==> src/rtl/isc_pkg.sv <==
// shared types, widths and rounding helper for the isotropic stress block
`default_nettype none

package isc_pkg;

    localparam int StrainW  = 32;
    localparam int CrackW   = 17;
    localparam int ModW     = 24;
    localparam int C11W     = ModW + 2;
    localparam int DenW     = ModW + 1;
    localparam int NumW     = 2 * ModW + 3;
    localparam int FracE    = 16;
    localparam int DvdW     = NumW + FracE;
    localparam int DivCntW  = $clog2(DvdW);
    localparam int E16W     = 42;
    localparam int FullW    = C11W + 1 + StrainW;
    localparam int CplW     = ModW + 1 + StrainW;
    localparam int HiW      = E16W - FracE + StrainW;
    localparam int LoW      = FracE + StrainW;
    localparam int CrkW     = HiW + 1;
    localparam int AccW     = 61;
    localparam int FracS    = 30;
    localparam int StressW  = 32;

    localparam logic [CrackW-1:0] Uncracked = CrackW'(65536);

    localparam logic signed [AccW-1:0] RoundBias = AccW'(1) <<< (FracS - 1);
    localparam logic signed [AccW-1:0] SatMax    = (AccW'(1) <<< (StressW - 1)) - AccW'(1);
    localparam logic signed [AccW-1:0] SatMin    = -(AccW'(1) <<< (StressW - 1));

    typedef enum logic [0:0] {
        REG_LAMBDA = 1'b0,
        REG_SHEAR  = 1'b1
    } t_cfg_reg;

    typedef enum logic [1:0] {
        YS_IDLE,
        YS_MUL,
        YS_DIV
    } t_young_state;

    typedef struct packed {
        logic signed [StrainW-1:0] strain_xx;
        logic signed [StrainW-1:0] strain_yy;
        logic signed [StrainW-1:0] strain_zz;
        logic signed [StrainW-1:0] strain_xy;
        logic signed [StrainW-1:0] strain_yz;
        logic signed [StrainW-1:0] strain_zx;
        logic [CrackW-1:0]         crack_x;
        logic [CrackW-1:0]         crack_y;
        logic [CrackW-1:0]         crack_z;
        logic                      kind;
    } t_strain;

    typedef struct packed {
        logic signed [StressW-1:0] stress_xx;
        logic signed [StressW-1:0] stress_yy;
        logic signed [StressW-1:0] stress_zz;
        logic signed [StressW-1:0] stress_xy;
        logic signed [StressW-1:0] stress_yz;
        logic signed [StressW-1:0] stress_zx;
    } t_stress;

    typedef struct packed {
        logic [2:0] ok;
        logic       kind;
    } t_flags;

    typedef struct packed {
        logic s2;
        logic s3;
        logic s4;
        logic s5;
    } t_stage_en;

    typedef struct packed {
        logic signed [FullW-1:0] full;
        logic signed [CrkW-1:0]  crk;
        logic signed [CplW-1:0]  cpl;
        logic signed [CplW-1:0]  shr;
    } t_lane_out;

    // floor((acc + half lsb) / 2^30), clipped to the 32-bit range
    function automatic logic signed [StressW-1:0] round_sat(input logic signed [AccW-1:0] acc);
        logic signed [AccW-1:0] a;
        logic signed [AccW-1:0] q;
        logic signed [StressW-1:0] r;
        a = acc + RoundBias;
        q = a >>> FracS;
        if (q > SatMax) begin
            r = SatMax[StressW-1:0];
        end else if (q < SatMin) begin
            r = SatMin[StressW-1:0];
        end else begin
            r = q[StressW-1:0];
        end
        return r;
    endfunction

endpackage

`default_nettype wire

==> src/rtl/isc_merge.sv <==
// merge of lane products into stress sums, then rounding and clipping
`default_nettype none

module isc_merge import isc_pkg::*; (
    input  wire logic      i_clk,
    input  wire t_stage_en i_en,
    input  wire t_flags    i_flags,
    input  wire t_lane_out i_lane [3],
    output t_stress        o_stress
);

    logic signed [AccW-1:0]    n_acc [6];
    logic signed [AccW-1:0]    r_acc [6];
    logic signed [StressW-1:0] r_out [6];

    for (genvar g = 0; g < 3; g++) begin : g_sum
        localparam int J = (g + 1) % 3;
        localparam int K = (g + 2) % 3;
        logic signed [AccW-1:0] diag;
        logic signed [AccW-1:0] cpl_j;
        logic signed [AccW-1:0] cpl_k;
        logic                   shr_off;

        assign diag  = i_flags.ok[g] ? AccW'(i_lane[g].full) : AccW'(i_lane[g].crk);
        // coupling only between two uncracked directions
        assign cpl_j = (i_flags.ok[g] & i_flags.ok[J]) ? AccW'(i_lane[J].cpl) : '0;
        assign cpl_k = (i_flags.ok[g] & i_flags.ok[K]) ? AccW'(i_lane[K].cpl) : '0;
        assign n_acc[g] = diag + cpl_j + cpl_k;

        // plane g spans directions g and g+1
        assign shr_off    = i_flags.kind & ~(i_flags.ok[g] & i_flags.ok[J]);
        assign n_acc[g+3] = shr_off ? '0 : (AccW'(i_lane[g].shr) <<< 1);
    end

    always_ff @(posedge i_clk) begin
        if (i_en.s4) begin
            r_acc <= n_acc;
        end
    end

    always_ff @(posedge i_clk) begin
        if (i_en.s5) begin
            for (int i = 0; i < 6; i++) begin
                r_out[i] <= round_sat(r_acc[i]);
            end
        end
    end

    assign o_stress.stress_xx = r_out[0];
    assign o_stress.stress_yy = r_out[1];
    assign o_stress.stress_zz = r_out[2];
    assign o_stress.stress_xy = r_out[3];
    assign o_stress.stress_yz = r_out[4];
    assign o_stress.stress_zx = r_out[5];

endmodule

`default_nettype wire

==> config.mk <==
export PLATFORM = sky130hd
export DESIGN_NAME = isc_merge
export DESIGN_NICKNAME = d
export VERILOG_FILES = /design/src/rtl/isc_pkg.sv /design/src/rtl/isc_merge.sv
export SDC_FILE = /design/constraint.sdc
export NUM_CORES = 1
export LEC_CHECK = 0
export BUFFER_PORTS_ARGS = -buffer_cell sky130_fd_sc_hd__buf_2
export CORE_AREA = 2 2 344 346
export CTS_CLUSTER_DIAMETER = 60
export CTS_CLUSTER_SIZE = 30
export DETAILED_ROUTE_END_ITERATION = 10
export DIE_AREA = 0 0 346 348
export GPL_ROUTABILITY_DRIVEN = 1
export PLACE_DENSITY = 0.53
export SLEW_MARGIN = 0
export SYNTH_ARGS = -nofsm -noshare
export SYNTH_HDL_FRONTEND = slang
export SYNTH_SLANG_ARGS = --single-unit
export TNS_END_PERCENT = 1
==> constraint.sdc <==
create_clock -name i_clk -period 6.1 [get_ports i_clk]
set_input_delay 0.61 -clock i_clk [delete_from_list [all_inputs] [get_ports i_clk]]
set_output_delay 0.61 -clock i_clk [all_outputs]
set_load 0.03 [all_outputs]
[Word-level counts from Yosys, hierarchy flattened]
Memory sizes are Yosys's and may differ from the RTL's.
Index checks and enable logic that the tools add are counted.
Word-level totals
  register bits after elaboration: 357
  bits in writable memories: 192
  output and inout port bits: 192
  word-level logic and storage cells: 72
  memories: 1
Cells by class
  $add $sub $neg: 12
  magnitude comparators: 12
  multiplexer cells: 29
  bitwise operators: 9
Memories
  r_out: words 6, width 32, read ports 6, clocked after memory_dff 0, write ports 6, RTL line isc_merge.sv:14  | logic signed [StressW-1:0] r_out [6];
Operators by type and width (number)
  $mux 32: 18
  $mux 61: 9
  $add 61x61->61: 6
  $add 61x31->61 const B: 3
  $add 58x31->59 const B: 3
  $gt 29x32->1 const B: 3
  $gt 31x32->1 const B: 3
  $lt 29x32->1 const B: 3
  $lt 31x32->1 const B: 3
  $and 1x1->1: 6
  $not 1->1: 3
  $mux 1: 2

[Longest topological paths before layout]
  depth in word-level cells: 5
  depth in mapped cells: 20

[Least setup slack after synthesis]
OpenSTA, ideal clock, no wires.
  kind: input -> register
  from: input port i_flags[2] (netlist name)
  to: register r_acc[303] (netlist name) (data pin)
  arrival: 4.569 ns
  setup slack: 1.272 ns
  stages: 17
  cell sequence: buf_2 > clkbuf_1 > clkbuf_1 > mux2i_1 > fa_1 > inv_1 > ha_1 > nand4_2 > or3_1 > or2_0 > o211ai_2 > o2111ai_1 > a21o_1 > nor4b_2 > o32a_2 > a41oi_1 > xnor2_1
RTL lines
  start: declaration: RTL line isc_merge.sv:7  | input wire t_flags i_flags,
  end signal: assignment: RTL line isc_merge.sv:37  | r_acc <= n_acc;
  end: declaration: RTL line isc_merge.sv:13  | logic signed [AccW-1:0] r_acc [6];

==> impl_metrics.yaml <==
pwr:
  cellLeakagePower_nw: 17.9
  irDropWorstVdd_mv: 0.213
  power_density_nw_per_um2: 233
synthesis:
  synth_nets: 4172
  synth_seq_cells: 369
  syn_area_per_cell_sq_um: 9.92
  ys_seq_area_share_pct: 35.9
  synth_edf_count: 369
  synthTopCellsByArea: "edfxtp_1 (36%), fa_1 (11%), ha_1 (7.4%)"
  yosysTopAreaCell: "edfxtp_1"
  syn_area_sq_um: 30900
  netlist_instances: 3110
  async_flop_share_pct: 0
  yosysWarnings: 0
  synth_cell_types: 80
  synthFlopType: "edfxtp_1"
  yosysTopAreaCellShare_pct: 35.9
sta:
  rsz0062_at_grt: "no"
  skew_ns: 0.0419
  min_period_ns: 4.90
  period_share_pct: 80.4
  finalSetupTns_ns: 0
  slew_violations: 0
  hold_viol_final: 0
  worst_pin_slew_ns: 1.14
  fmax_mhz: 204
  setup_viol: 0
  slew_headroom_pct: 23.2
flow_run:
  drv_cap: 0
global_route:
  grt_max_degree: 132
  use_met3_pct: 4.47
  antenna_found_initial: 63
  grt_pass1_wl_microns: 182000
  globalRoute.totalOverflow: 0
  grt_pass1_vias: 26187
  busiest_layer: "met2"
  met1_usage_pct: 23.7
  grt_use_total_pct: 20.8
  met2_usage_pct: 38.1
setup_path:
  worstPathArrival_ns: 5.26
  path_delay_family: "compound AO/OA/AOI/OAI gates"
  crit_path_start_kind: "input port"
  worstPathMaxFanout: 71
  cp.required_ns: 6.46
  cp.buffers_inverters: 2
  timing.critical_path.mode_cell: "o21ai_0"
  slowest_delay_ns: 0.48
  cp_slowest_cell: "fa_1"
  end_kind: "register"
  crit_type: "in2reg"
  path_cells: "buf_4 > buf_12 > mux2_2 > fa_1 > ha_1 > a211oi_1 > o21bai_1 > nor3_1 > o31ai_1 > a221oi_1 > o21ai_0 > a31oi_1 > o21ai_0 > a41o_1 > xor2_1"
clocking:
  postCtsHoldBufs: 0
  root_buffer: "clkbuf_16"
  cts_setup_buffers: 0
  cts_tree: "yes"
  clk_path_buf_depth: 3
  post_cts_resized: 0
  htree_levels: 1
  clock-sinks: 369
  cts_buffers: 31
  insertion_delay_ns: 0.64
  clk_pin_slew_worst_paths_ns: 0.11
final_layout:
  final_area_sq_um: 38300
  syn2layout_area_growth_pct: 24.1
  mostFrequentLayoutCells: "buf_2 (805), nand2_1 (408), edfxtp_1 (369), inv_1 (317), xnor2_1 (188)"
  fin_nets: 4962
  layout.cells.most_common: "buf_2"
  layout-drive-gt1-share_pct: 25.5
outcome:
  status: "finished clean"
die:
  dieHeight_microns: 348
  die-area_sq_um: 120000
  core-area_sq_um: 117000
  ios: 897
  num_rows: 126
  die_w_microns: 346
  initial_core_util_pct: 26.4
detailed_routing:
  via_per_inst: 4.76
  drt_first_pass_iters: 5
  num_vias: 26109
  first_iter_violations: 1572
  avgRoutedWirePerCell_microns: 23.6
  drc_errors: 0
  ant_nets: 0
  wl_microns: 129000
placed_design:
  placed_cell_area_sq_um: 36900
  gp_congestion: 0.967
  dp_hpwl_microns: 112000
  numPortBuffers: 810
worst_hold_path:
  hp-class: "in2reg"
## power breakdown
group | switching, W | internal [W]
registers | 0.000221 | 0.00327
logic | 0.00190 | 0.00116
clock network | 0.00129 | 0.00110
## layer usage
metal | wire [microns] | up-vias | share of wire (%)
li1 | - | 12457 | -
met1 | 49700 | 12470 | 38
met2 | 65800 | 920 | 51
met3 | 8550 | 210 | 6.6
met4 | 4870 | 52 | 3.8
met5 | 365 | - | 0.28
## state kept, by name, summed over array words and instances, names as in the netlist
| signal | count |
|---|---|
| r_out | 186 |
| r_acc | 183 |
## area by class of cell
cell class / count / area [sq um]
fillers: 12292 / 78700
multi-input cells: 2319 / 18200
flip-flops and latches: 369 / 11100
repair buffers: 862 / 4570
well taps: 1536 / 1920
inverters: 317 / 1190
clock buffers: 31 / 776
clock inverters: 27 / 505
diodes: 22 / 55.1
## worst paths after layout
path                   start      endpoint  slack, ns  depth (start not counted)
setup / recovery  i_flags[3]    r_acc[232]       1.20                         15
hold / removal    i_lane[53]     r_acc[54]       0.25                          2
setup reg to reg  r_acc[221]  r_out[2][31]       3.45                          8
hold reg to reg    r_acc[45]  r_out[5][15]       0.58                          1
## metrics by stage
stage               power (W)  utilization [%]  hold WS, ns  setup slack (ns)  instances
floorplan             0.00542                -        0.541              1.27       3110
detailed placement    0.00662             31.6        0.559             0.512       5403
finish                0.00893             32.7        0.250              1.20       5483
global route          0.00944             32.7        0.228             0.875       5474
CTS                   0.00904             32.7        0.208              1.17       5461
global placement      0.00661             31.6        0.552             0.634       5403
## synth_stat cells, types with 96 or more instances
master / count
nand2_1: 408
edfxtp_1: 369
inv_1: 317
xnor2_1: 188
ha_1: 183
fa_1: 174
a21oi_1: 156
and3_1: 135
mux2i_1: 132
nor2b_1: 111
nand3_1: 106
nor2_1: 105
a21o_1: 96
## worst reg2reg max path, stage by stage (launching register included)
cell and delay, ns:
edfxtp_1 0.43, and3_1 0.26, and3_1 0.21, nand3_1 0.15, nor2_1 0.24, and4_1 0.26
and3_1 0.44, nand4_1 0.25, xnor2_1 0.18
## kinds of logic after synthesis
group,Yosys count,share of synthesized area (%)
flops,369,35.9
buf+inv,422,5.21
mux,178,5.96
fa+ha+maj,357,18.7
compound gates,493,10.5
simple gates,1028,16.3
xor+xnor,263,7.46
No activity file was read; power rests on OpenSTA's default activity.
