==> config.mk <==
export PLATFORM = sky130hd
export DESIGN_NAME = isc_young_flat
export DESIGN_NICKNAME = d
export VERILOG_FILES = /design/src/rtl/isc_pkg.sv /design/src/rtl/isc_if.sv /design/src/rtl/isc_young.sv /design/src/flat_wrapper.sv
export SDC_FILE = /design/constraint.sdc
export NUM_CORES = 2
export LEC_CHECK = 0
export BUFFER_PORTS_ARGS = -buffer_cell sky130_fd_sc_hd__clkbuf_2
export CORE_MARGIN = 2
export CORE_UTILIZATION = 50
export DETAILED_ROUTE_END_ITERATION = 16
export PLACE_DENSITY = 0.67
export SYNTH_ARGS = -nofsm -noshare
export SYNTH_HDL_FRONTEND = slang
export SYNTH_SLANG_ARGS = --single-unit
==> constraint.sdc <==
create_clock -name i_clk -period 24.2 [get_ports i_clk]
set_input_delay 7.26 -clock i_clk [delete_from_list [all_inputs] [get_ports i_clk]]
set_output_delay 7.26 -clock i_clk [all_outputs]
set_load 0.05 [all_outputs]
==> src/rtl/isc_pkg.sv <==
// shared types, widths and rounding helper for the isotropic stress block
`default_nettype none

package isc_pkg;

    localparam int StrainW  = 32;
    localparam int CrackW   = 17;
    localparam int ModW     = 24;
    localparam int C11W     = ModW + 2;
    localparam int DenW     = ModW + 1;
    localparam int NumW     = 2 * ModW + 3;
    localparam int FracE    = 16;
    localparam int DvdW     = NumW + FracE;
    localparam int DivCntW  = $clog2(DvdW);
    localparam int E16W     = 42;
    localparam int FullW    = C11W + 1 + StrainW;
    localparam int CplW     = ModW + 1 + StrainW;
    localparam int HiW      = E16W - FracE + StrainW;
    localparam int LoW      = FracE + StrainW;
    localparam int CrkW     = HiW + 1;
    localparam int AccW     = 61;
    localparam int FracS    = 30;
    localparam int StressW  = 32;

    localparam logic [CrackW-1:0] Uncracked = CrackW'(65536);

    localparam logic signed [AccW-1:0] RoundBias = AccW'(1) <<< (FracS - 1);
    localparam logic signed [AccW-1:0] SatMax    = (AccW'(1) <<< (StressW - 1)) - AccW'(1);
    localparam logic signed [AccW-1:0] SatMin    = -(AccW'(1) <<< (StressW - 1));

    typedef enum logic [0:0] {
        REG_LAMBDA = 1'b0,
        REG_SHEAR  = 1'b1
    } t_cfg_reg;

    typedef enum logic [1:0] {
        YS_IDLE,
        YS_MUL,
        YS_DIV
    } t_young_state;

    typedef struct packed {
        logic signed [StrainW-1:0] strain_xx;
        logic signed [StrainW-1:0] strain_yy;
        logic signed [StrainW-1:0] strain_zz;
        logic signed [StrainW-1:0] strain_xy;
        logic signed [StrainW-1:0] strain_yz;
        logic signed [StrainW-1:0] strain_zx;
        logic [CrackW-1:0]         crack_x;
        logic [CrackW-1:0]         crack_y;
        logic [CrackW-1:0]         crack_z;
        logic                      kind;
    } t_strain;

    typedef struct packed {
        logic signed [StressW-1:0] stress_xx;
        logic signed [StressW-1:0] stress_yy;
        logic signed [StressW-1:0] stress_zz;
        logic signed [StressW-1:0] stress_xy;
        logic signed [StressW-1:0] stress_yz;
        logic signed [StressW-1:0] stress_zx;
    } t_stress;

    typedef struct packed {
        logic [2:0] ok;
        logic       kind;
    } t_flags;

    typedef struct packed {
        logic s2;
        logic s3;
        logic s4;
        logic s5;
    } t_stage_en;

    typedef struct packed {
        logic signed [FullW-1:0] full;
        logic signed [CrkW-1:0]  crk;
        logic signed [CplW-1:0]  cpl;
        logic signed [CplW-1:0]  shr;
    } t_lane_out;

    // floor((acc + half lsb) / 2^30), clipped to the 32-bit range
    function automatic logic signed [StressW-1:0] round_sat(input logic signed [AccW-1:0] acc);
        logic signed [AccW-1:0] a;
        logic signed [AccW-1:0] q;
        logic signed [StressW-1:0] r;
        a = acc + RoundBias;
        q = a >>> FracS;
        if (q > SatMax) begin
            r = SatMax[StressW-1:0];
        end else if (q < SatMin) begin
            r = SatMin[StressW-1:0];
        end else begin
            r = q[StressW-1:0];
        end
        return r;
    endfunction

endpackage

`default_nettype wire

==> src/rtl/isc_if.sv <==
// handshake channels: strain requests, stress results and register writes
`default_nettype none


interface isc_cfg_if import isc_pkg::*; ();
    logic            valid;
    logic            ready;
    t_cfg_reg        index;
    logic [ModW-1:0] wdata;
    modport source (output valid, output index, output wdata, input ready);
    modport sink   (input valid, input index, input wdata, output ready);
endinterface

`default_nettype wire

==> src/rtl/isc_young.sv <==
// configuration registers and serial divider for the Q.16 Young's modulus
`default_nettype none

module isc_young import isc_pkg::*; (
    input  wire logic             i_clk,
    input  wire logic             i_rst_n,
    isc_cfg_if.sink               i_cfg,
    output logic                  o_busy,
    output logic [ModW-1:0]       o_lam,
    output logic [ModW-1:0]       o_mu,
    output logic [C11W-1:0]       o_c11,
    output logic [E16W-1:0]       o_e16
);

    t_young_state         r_state, n_state;
    logic [ModW-1:0]      r_lam;
    logic [ModW-1:0]      r_mu;
    logic [C11W-1:0]      r_c11;
    logic [E16W-1:0]      r_e16;
    logic [DenW-1:0]      r_den;
    logic [DvdW-1:0]      r_dvd;
    logic [DenW-1:0]      r_rem;
    logic [E16W-1:0]      r_quo;
    logic [DivCntW-1:0]   r_cnt;

    logic                 cfg_wr;
    logic [NumW-1:0]      num;
    logic [C11W:0]        coef;
    logic [DenW:0]        rem_sh;
    logic                 ge;
    logic [DenW:0]        rem_nx;
    logic                 last;

    assign i_cfg.ready = 1'b1;
    assign cfg_wr      = i_cfg.valid & i_cfg.ready;

    // mu * (3 lambda + 2 mu)
    assign coef   = (C11W+1)'({r_lam, 1'b0}) + (C11W+1)'(r_lam) + (C11W+1)'({r_mu, 1'b0});
    assign num    = NumW'(r_mu) * NumW'(coef);

    // one restoring step per cycle, dividend msb first
    assign rem_sh = {r_rem, r_dvd[DvdW-1]};
    assign ge     = rem_sh >= (DenW+1)'(r_den);
    assign rem_nx = ge ? (rem_sh - (DenW+1)'(r_den)) : rem_sh;
    assign last   = r_cnt == DivCntW'(DvdW - 1);

    always_comb begin
        n_state = r_state;
        case (r_state)
            YS_IDLE: n_state = YS_IDLE;
            YS_MUL:  n_state = YS_DIV;
            YS_DIV:  n_state = last ? YS_IDLE : YS_DIV;
            default: n_state = YS_IDLE;
        endcase
        if (cfg_wr) begin
            n_state = YS_MUL;
        end
    end

    always_ff @(posedge i_clk) begin
        if (!i_rst_n) begin
            r_state <= YS_IDLE;
            r_lam   <= '0;
            r_mu    <= '0;
            r_c11   <= '0;
            r_e16   <= '0;
        end else begin
            r_state <= n_state;
            if (cfg_wr) begin
                case (i_cfg.index)
                    REG_LAMBDA: r_lam <= i_cfg.wdata;
                    REG_SHEAR:  r_mu  <= i_cfg.wdata;
                    default: ;
                endcase
            end
            if (r_state == YS_MUL) begin
                r_c11 <= C11W'({r_mu, 1'b0}) + C11W'(r_lam);
            end
            if (r_state == YS_DIV && last) begin
                r_e16 <= (r_den == '0) ? '0 : {r_quo[E16W-2:0], ge};
            end
        end
    end

    always_ff @(posedge i_clk) begin
        if (r_state == YS_MUL) begin
            r_den <= DenW'(r_lam) + DenW'(r_mu);
            r_dvd <= {num, FracE'(0)};
            r_rem <= '0;
            r_quo <= '0;
            r_cnt <= '0;
        end else if (r_state == YS_DIV) begin
            r_dvd <= r_dvd << 1;
            r_rem <= rem_nx[DenW-1:0];
            r_quo <= {r_quo[E16W-2:0], ge};
            r_cnt <= r_cnt + DivCntW'(1);
        end
    end

    assign o_busy = r_state != YS_IDLE;
    assign o_lam  = r_lam;
    assign o_mu   = r_mu;
    assign o_c11  = r_c11;
    assign o_e16  = r_e16;

endmodule

`default_nettype wire

==> src/flat_wrapper.sv <==
// flat-port wrapper written by rule: the top's interface ports become plain ports
module isc_young_flat import isc_pkg::*;
  (i_clk, i_rst_n, o_busy, o_lam, o_mu, o_c11, o_e16, i_cfg_valid, i_cfg_index, i_cfg_wdata, i_cfg_ready);
  isc_cfg_if i_cfg_i ();
  input  wire logic i_clk;
  input  wire logic i_rst_n;
  output logic o_busy;
  output logic [ModW-1:0] o_lam;
  output logic [ModW-1:0] o_mu;
  output logic [C11W-1:0] o_c11;
  output logic [E16W-1:0] o_e16;
  input wire logic [$bits(i_cfg_i.valid)-1:0] i_cfg_valid;
  input wire logic [$bits(i_cfg_i.index)-1:0] i_cfg_index;
  input wire logic [$bits(i_cfg_i.wdata)-1:0] i_cfg_wdata;
  output wire logic [$bits(i_cfg_i.ready)-1:0] i_cfg_ready;
  assign i_cfg_i.valid = i_cfg_valid;
  assign i_cfg_i.index = i_cfg_index;
  assign i_cfg_i.wdata = i_cfg_wdata;
  assign i_cfg_ready = i_cfg_i.ready;
  isc_young u_core (.i_clk(i_clk), .i_rst_n(i_rst_n), .i_cfg(i_cfg_i), .o_busy(o_busy), .o_lam(o_lam), .o_mu(o_mu), .o_c11(o_c11), .o_e16(o_e16));
endmodule
Word level (Yosys, flattened, before mapping) --
Cells that the tools add are included.
Storage, ports and cells: register bits after elaboration 267, logic and storage cells 38, output and inout bits 118
Operators by class: multiplexer cells 7, $lt $le $gt $ge 1, eq/ne operators 3, multipliers 1, reduce and logical (&&, ||, !) cells 7, add/subtract/negate cells 6, bitwise gates (word level) 2
Operators with widths (count):
- 2-to-1 mux 67 bit | 2
- adder 25 x 24 -> 26 bit | 2
- multiplier 24 x 27 -> 51 bit | 1
- 2-to-1 mux 42 bit | 1
- adder 27 x 25 -> 27 bit | 1
- >= comparator 26 x 25 -> 1 bit | 1
- adder 24 x 24 -> 25 bit | 1
- zero test 25 bit | 1
- 2-to-1 mux 25 bit | 1
- subtractor 25 bit | 1
- adder 7 x 1 -> 7 bit (second input constant) | 1
- equality test 7 bit (second input constant) | 1
- case mux 2 bit (2 select lines) | 1
- AND reduction 2 bit | 2
- nonzero test 2 bit | 2
- equality test 2 x 1 -> 1 bit (second input constant) | 1
- equality test 2 bit (second input constant) | 1
- 2-to-1 mux 2 bit | 1
- NOT 1 bit | 2
- OR reduction 2 bit | 1
- logical AND 1 bit | 1
- 2-to-1 mux 1 bit | 1

Logic depth before layout (Yosys ltp) --
depth after elaboration 4, depth in mapped cells 48, gate-level depth less buffers 46

Worst setup path before layout --
OpenSTA, ideal clock, no wires.
path kind flip-flop to flip-flop, from register u_core.r_lam[2], in the netlist u_core.o_lam[2], to register u_core.r_dvd[61], data pin, slack 12.891 ns, library setup time 0.260 ns, required time 23.940 ns, data arrival time 11.050 ns, stages on the path, launching flop included 46, cell sequence dfxtp_1 ha_1 a21o_1 a21oi_1 o21bai_1 a2111oi_0 o41ai_1 o41ai_1 nand2b_1 a21o_1 a21oi_1 xnor2_1 ha_1 clkbuf_1 a21o_1 a21o_1 a21o_1 a21o_1 [10 not listed] fa_1 inv_1 fa_1 fa_1 inv_1 fa_1 inv_1 ha_1 buf_2 a21oi_1 nor3_1 nor4_1 o41ai_2 a311oi_1 o31ai_4 a211oi_2 xnor2_1 mux2_2
Between the ends: longest elaborated chain between the ends 4
Ends and longest elaborated chain:
- from (decl) | line isc_young.sv:16 | logic [ModW-1:0] r_lam;
- from (signal assigned) | line isc_young.sv:71 | REG_LAMBDA: r_lam <= i_cfg.wdata;
- adder 25 x 24 -> 26 bit | line isc_young.sv:38 | assign coef = (C11W+1)'({r_lam, 1'b0}) + (C11W+1)'(r_lam) + (C11W+1)'({r_mu, 1'b0});
- adder 27 x 25 -> 27 bit | line isc_young.sv:38
- multiplier 24 x 27 -> 51 bit | line isc_young.sv:39 | assign num = NumW'(r_mu) * NumW'(coef);
- 2-to-1 mux 67 bit | line isc_young.sv:86 | if (r_state == YS_MUL) begin
- to (signal assigned) | line isc_young.sv:88 | r_dvd <= {num, FracE'(0)};
- to (signal assigned) | line isc_young.sv:93 | r_dvd <= r_dvd << 1;
- to (decl) | line isc_young.sv:21 | logic [DvdW-1:0] r_dvd;
Every way passes these cells. A chain may end at the register's enable or synchronous reset.

Final worst setup path --
from register u_core.r_lam[1], in the netlist u_core.o_lam[1], to register u_core.r_dvd[64], data pin
The elaborated chain is that of the path after synthesis.

==> results.md <==
- Status: completed
- Sequential fraction of the synthesis area: 0.166
- Via count: 27900
- Synthesized cell area: 36700 sq um
- Starting Density: 0.504
- Multi-input gate area: 27500 sq um
- Post-CTS setup buffers: 0
- Hold_ws: 453 ps
- First-pass detailed-route iteration total: 5
- Min-delay src: u_core.o_c11[25]
- Worst Max-Slew Pin Slew: 1230 ps
- Sequential cell area: 6110 sq um
- Final routed DRC violation total: 0
- Num CTS Buffers: 35
- Met2 global-route usage: 0.424
- Sequential share of power: 0.287
- Vias in the first global route: 28100
- Die Area: 75600 sq um
- CTS Sinks: 267
- Critical path startpoint: u_core.o_lam[1]
- Crit path largest cell delay: 680 ps
- Min Tclk post-route: 12310 ps
- # fillers: 6676
- GPL Wtd Cong: 0.924
- DRT iter0 DRCs: 1750
- Total length of routed wires: 93600 um
- Clock transition at path regs: 60 ps
- NumNets Final: 5012
- Clock Power Share: 0.314
- Cells after synthesis: 4090
- Largest net degree at the start of global routing: 80
- Row Count: 99
- HP Class: reg -> reg
- Crit end category: flip-flop
- Antenna Nets Post-Route: 0
- Switch Pwr: 0.000679 W
- Maximum VDD drop: 56.8 uV
- Setup_tns: 0 ps
- Sw frac: 0.394
- Required @ worst endpoint: 24520 ps
- RSZ-0062 raised after global routing: no
- Placed instance count: 5047
- Internal: 0.00105 W
- Layout area overhead: 7.97%
- Cell Pwr Density: 43.5 nW/um^2
- Synth warn: 0
- CTS max path bufs: 3
- Dominant synthesized flop cell: dfxtp_1
- Core ar.: 72800 sq um
- Worst slew margin: 0.182
- Met3 usage: 0.0368
- CTS tree: done
- I/O pin count: 146
- Worst-path fanout max: 24
- Reg2reg start: u_core.o_lam[1]
- Global route hottest layer: met2
- Layout cells sized above 1: 0.0850
- Slowest CP cell: a2111oi_0
- Die Ht: 275 um
- Initial antenna violation count: 1
- Post-synth EDFFs: 76
- Family with the most delay on the worst path: compound AO/OA/AOI/OAI gates
- Width of the die: 275 um
- WP buf/inv: 4
- Worst setup path category: reg -> reg
- Final number of hold-violating endpoints: 0
- Syn Area/Cell: 8.98 sq um
- IO buf count: 144
- Post-synthesis cell type count: 82
- Worst Setup Start Kind: flip-flop
- Critical Path AT: 12630 ps
- Synth async-reset ratio: 0
- GRT Overall Usage: 0.256
- Met1 Resource Use GR: 0.347
- Per-cell routed wire length: 18.3 um
- Tot Pwr: 0.00172 W
- Post_cts resized: 0
- Maximum clock rate: 81.2 MHz
- Global-route wire length before repair: 153000 um
- Grt total ovfl: 0
- Via density: 5.45
- Fin. max-slew vios: 0
- DP HPWL: 71100 um
- Seq cells post-synth: 267
- Final worst path period share: 0.509
- Ant. Diodes: 0
- P_leak: 19.2 nW
- Syn_nets: 4977
- Maxcap violations: 0
- Post-Layout Cell Count: 5111
- Finish-stage setup viols: 0
- Clock H-tree levels: 2
- Combinational share of power: 0.398
- Worst-Skew Late Latency: 580 ps
- Cts hold-fix bufs: 0
- Final Skew: 28.9 ps
- Clock root cell: clkbuf_16
[logic make-up (layout without fill, tap and decap cells)]
| group | after synthesis | in the layout | synth area share |
|---|---|---|---|
| AND/OR/NAND/NOR | 1259 | 1259 | 0.165 |
| flip-flops | 267 | 267 | 0.166 |
| adder cells (fa/ha/maj) | 859 | 859 | 0.406 |
| multiplexers | 100 | 100 | 0.0286 |
| XOR/XNOR | 148 | 148 | 0.0353 |
| AO/OA/AOI/OAI | 583 | 583 | 0.108 |
| other | 1 | 1 | 0.000102 |
| buffers and inverters | 873 | 935 | 0.0907 |
[worst reg2reg max path, delay by kind of cell, from the launching register on]
kind	cells	cell delay, ps
AOI/OAI and AO/OA	22	5400
xor gates and xnor gates	3	440
buffers and inverters	4	480
DFF	1	470
adders and majority gates	10	4670
and+or+nand+nor	3	360
muxes	1	260
[path summary, 6_finish.rpt]
path                      end  slack (ps)  cells past startpoint
max reg2reg  u_core.r_dvd[64]       11890                     43
max          u_core.r_dvd[64]       11890                     43
min reg2reg  u_core.o_c11[25]         450                      2
min          u_core.o_c11[25]         450                      2
[stage by stage]
step,area (sq um),setup WS [ps],util
after global placement,38500,12080,0.529
final,39700,11890,0.544
after detailed placement,38500,11990,0.529
after floorplan,36700,12890,-
after CTS,39700,11940,0.544
after global routing,39700,11040,0.544
[cell usage in the layout, fill, tap and decap left out, types with 8 or more instances in the layout]
cell / n
o21ai_0: 83
nand3_1: 27
nor2_1: 170
mux2_2: 40
o21bai_1: 20
o21a_1: 24
mux2i_1: 60
nand4_1: 20
and2_1: 297
edfxtp_1: 76
a31oi_1: 19
fa_1: 553
buf_4: 58
a22oi_1: 42
nor3_1: 34
clkinv_2: 8
xnor2_2: 15
o211ai_1: 13
xor2_1: 41
clkbuf_2: 143
a21boi_0: 53
and3_1: 14
dfxtp_1: 191
xnor2_1: 88
ha_1: 303
a21o_1: 74
inv_1: 669
a211oi_1: 22
o31ai_1: 8
a21oi_1: 150
clkbuf_16: 36
nor2b_1: 88
nand2_1: 539
nand2b_1: 30
[area by class of cell]
cell class	count	share of cell area
well taps	959	0.0303
inverters	669	0.0633
clock inverters	20	0.00511
multi-input cells	2950	0.694
flip-flops and latches	267	0.154
clock buffers	44	0.0242
repair buffers	202	0.0292
[synth_stat cells (all sizes together) (40+ instances only)]
cell type	number	share of area
mux2i	60	0.016
xor2	43	0.010
mux2	40	0.012
nor2b	88	0.015
dfxtp	191	0.10
a22oi	42	0.0086
inv	669	0.068
fa	553	0.30
nor2	171	0.017
o21ai	89	0.012
a21o	75	0.015
clkbuf	180	0.018
nand2	539	0.055
ha	306	0.10
xnor2	105	0.025
a21oi	152	0.021
a21boi	54	0.011
edfxtp	76	0.062
and2	297	0.051
[per-layer routing]
metal  vias up  share of wire
met1     13900           0.44
met2       792           0.47
met3       165          0.064
met5         -              0
met4         0          0.029
li1      13100              -
[power groups by stage]
stage / Clock [W] / Combinational, W / Sequential (W)
detailed placement: 0 / 0.000678 / 0.000505
finish: 0.000542 / 0.000687 / 0.000496
global placement: 0 / 0.000678 / 0.000505
global route: 0.000571 / 0.000767 / 0.000497
floorplan: 0 / 0.000468 / 0.000518
CTS: 0.000554 / 0.000689 / 0.000496
[sequential cells by signal (all words and copies together) (netlist names), 7 cells and up]
name and flops:
u_core.r_quo 41, u_core.r_dvd 51, u_core.r_rem 25, u_core.o_lam 24
u_core.r_cnt 7, u_core.o_mu 24, u_core.o_e16 42, u_core.r_den 25
u_core.o_c11 26
No activity file was read; power rests on OpenSTA's default activity.
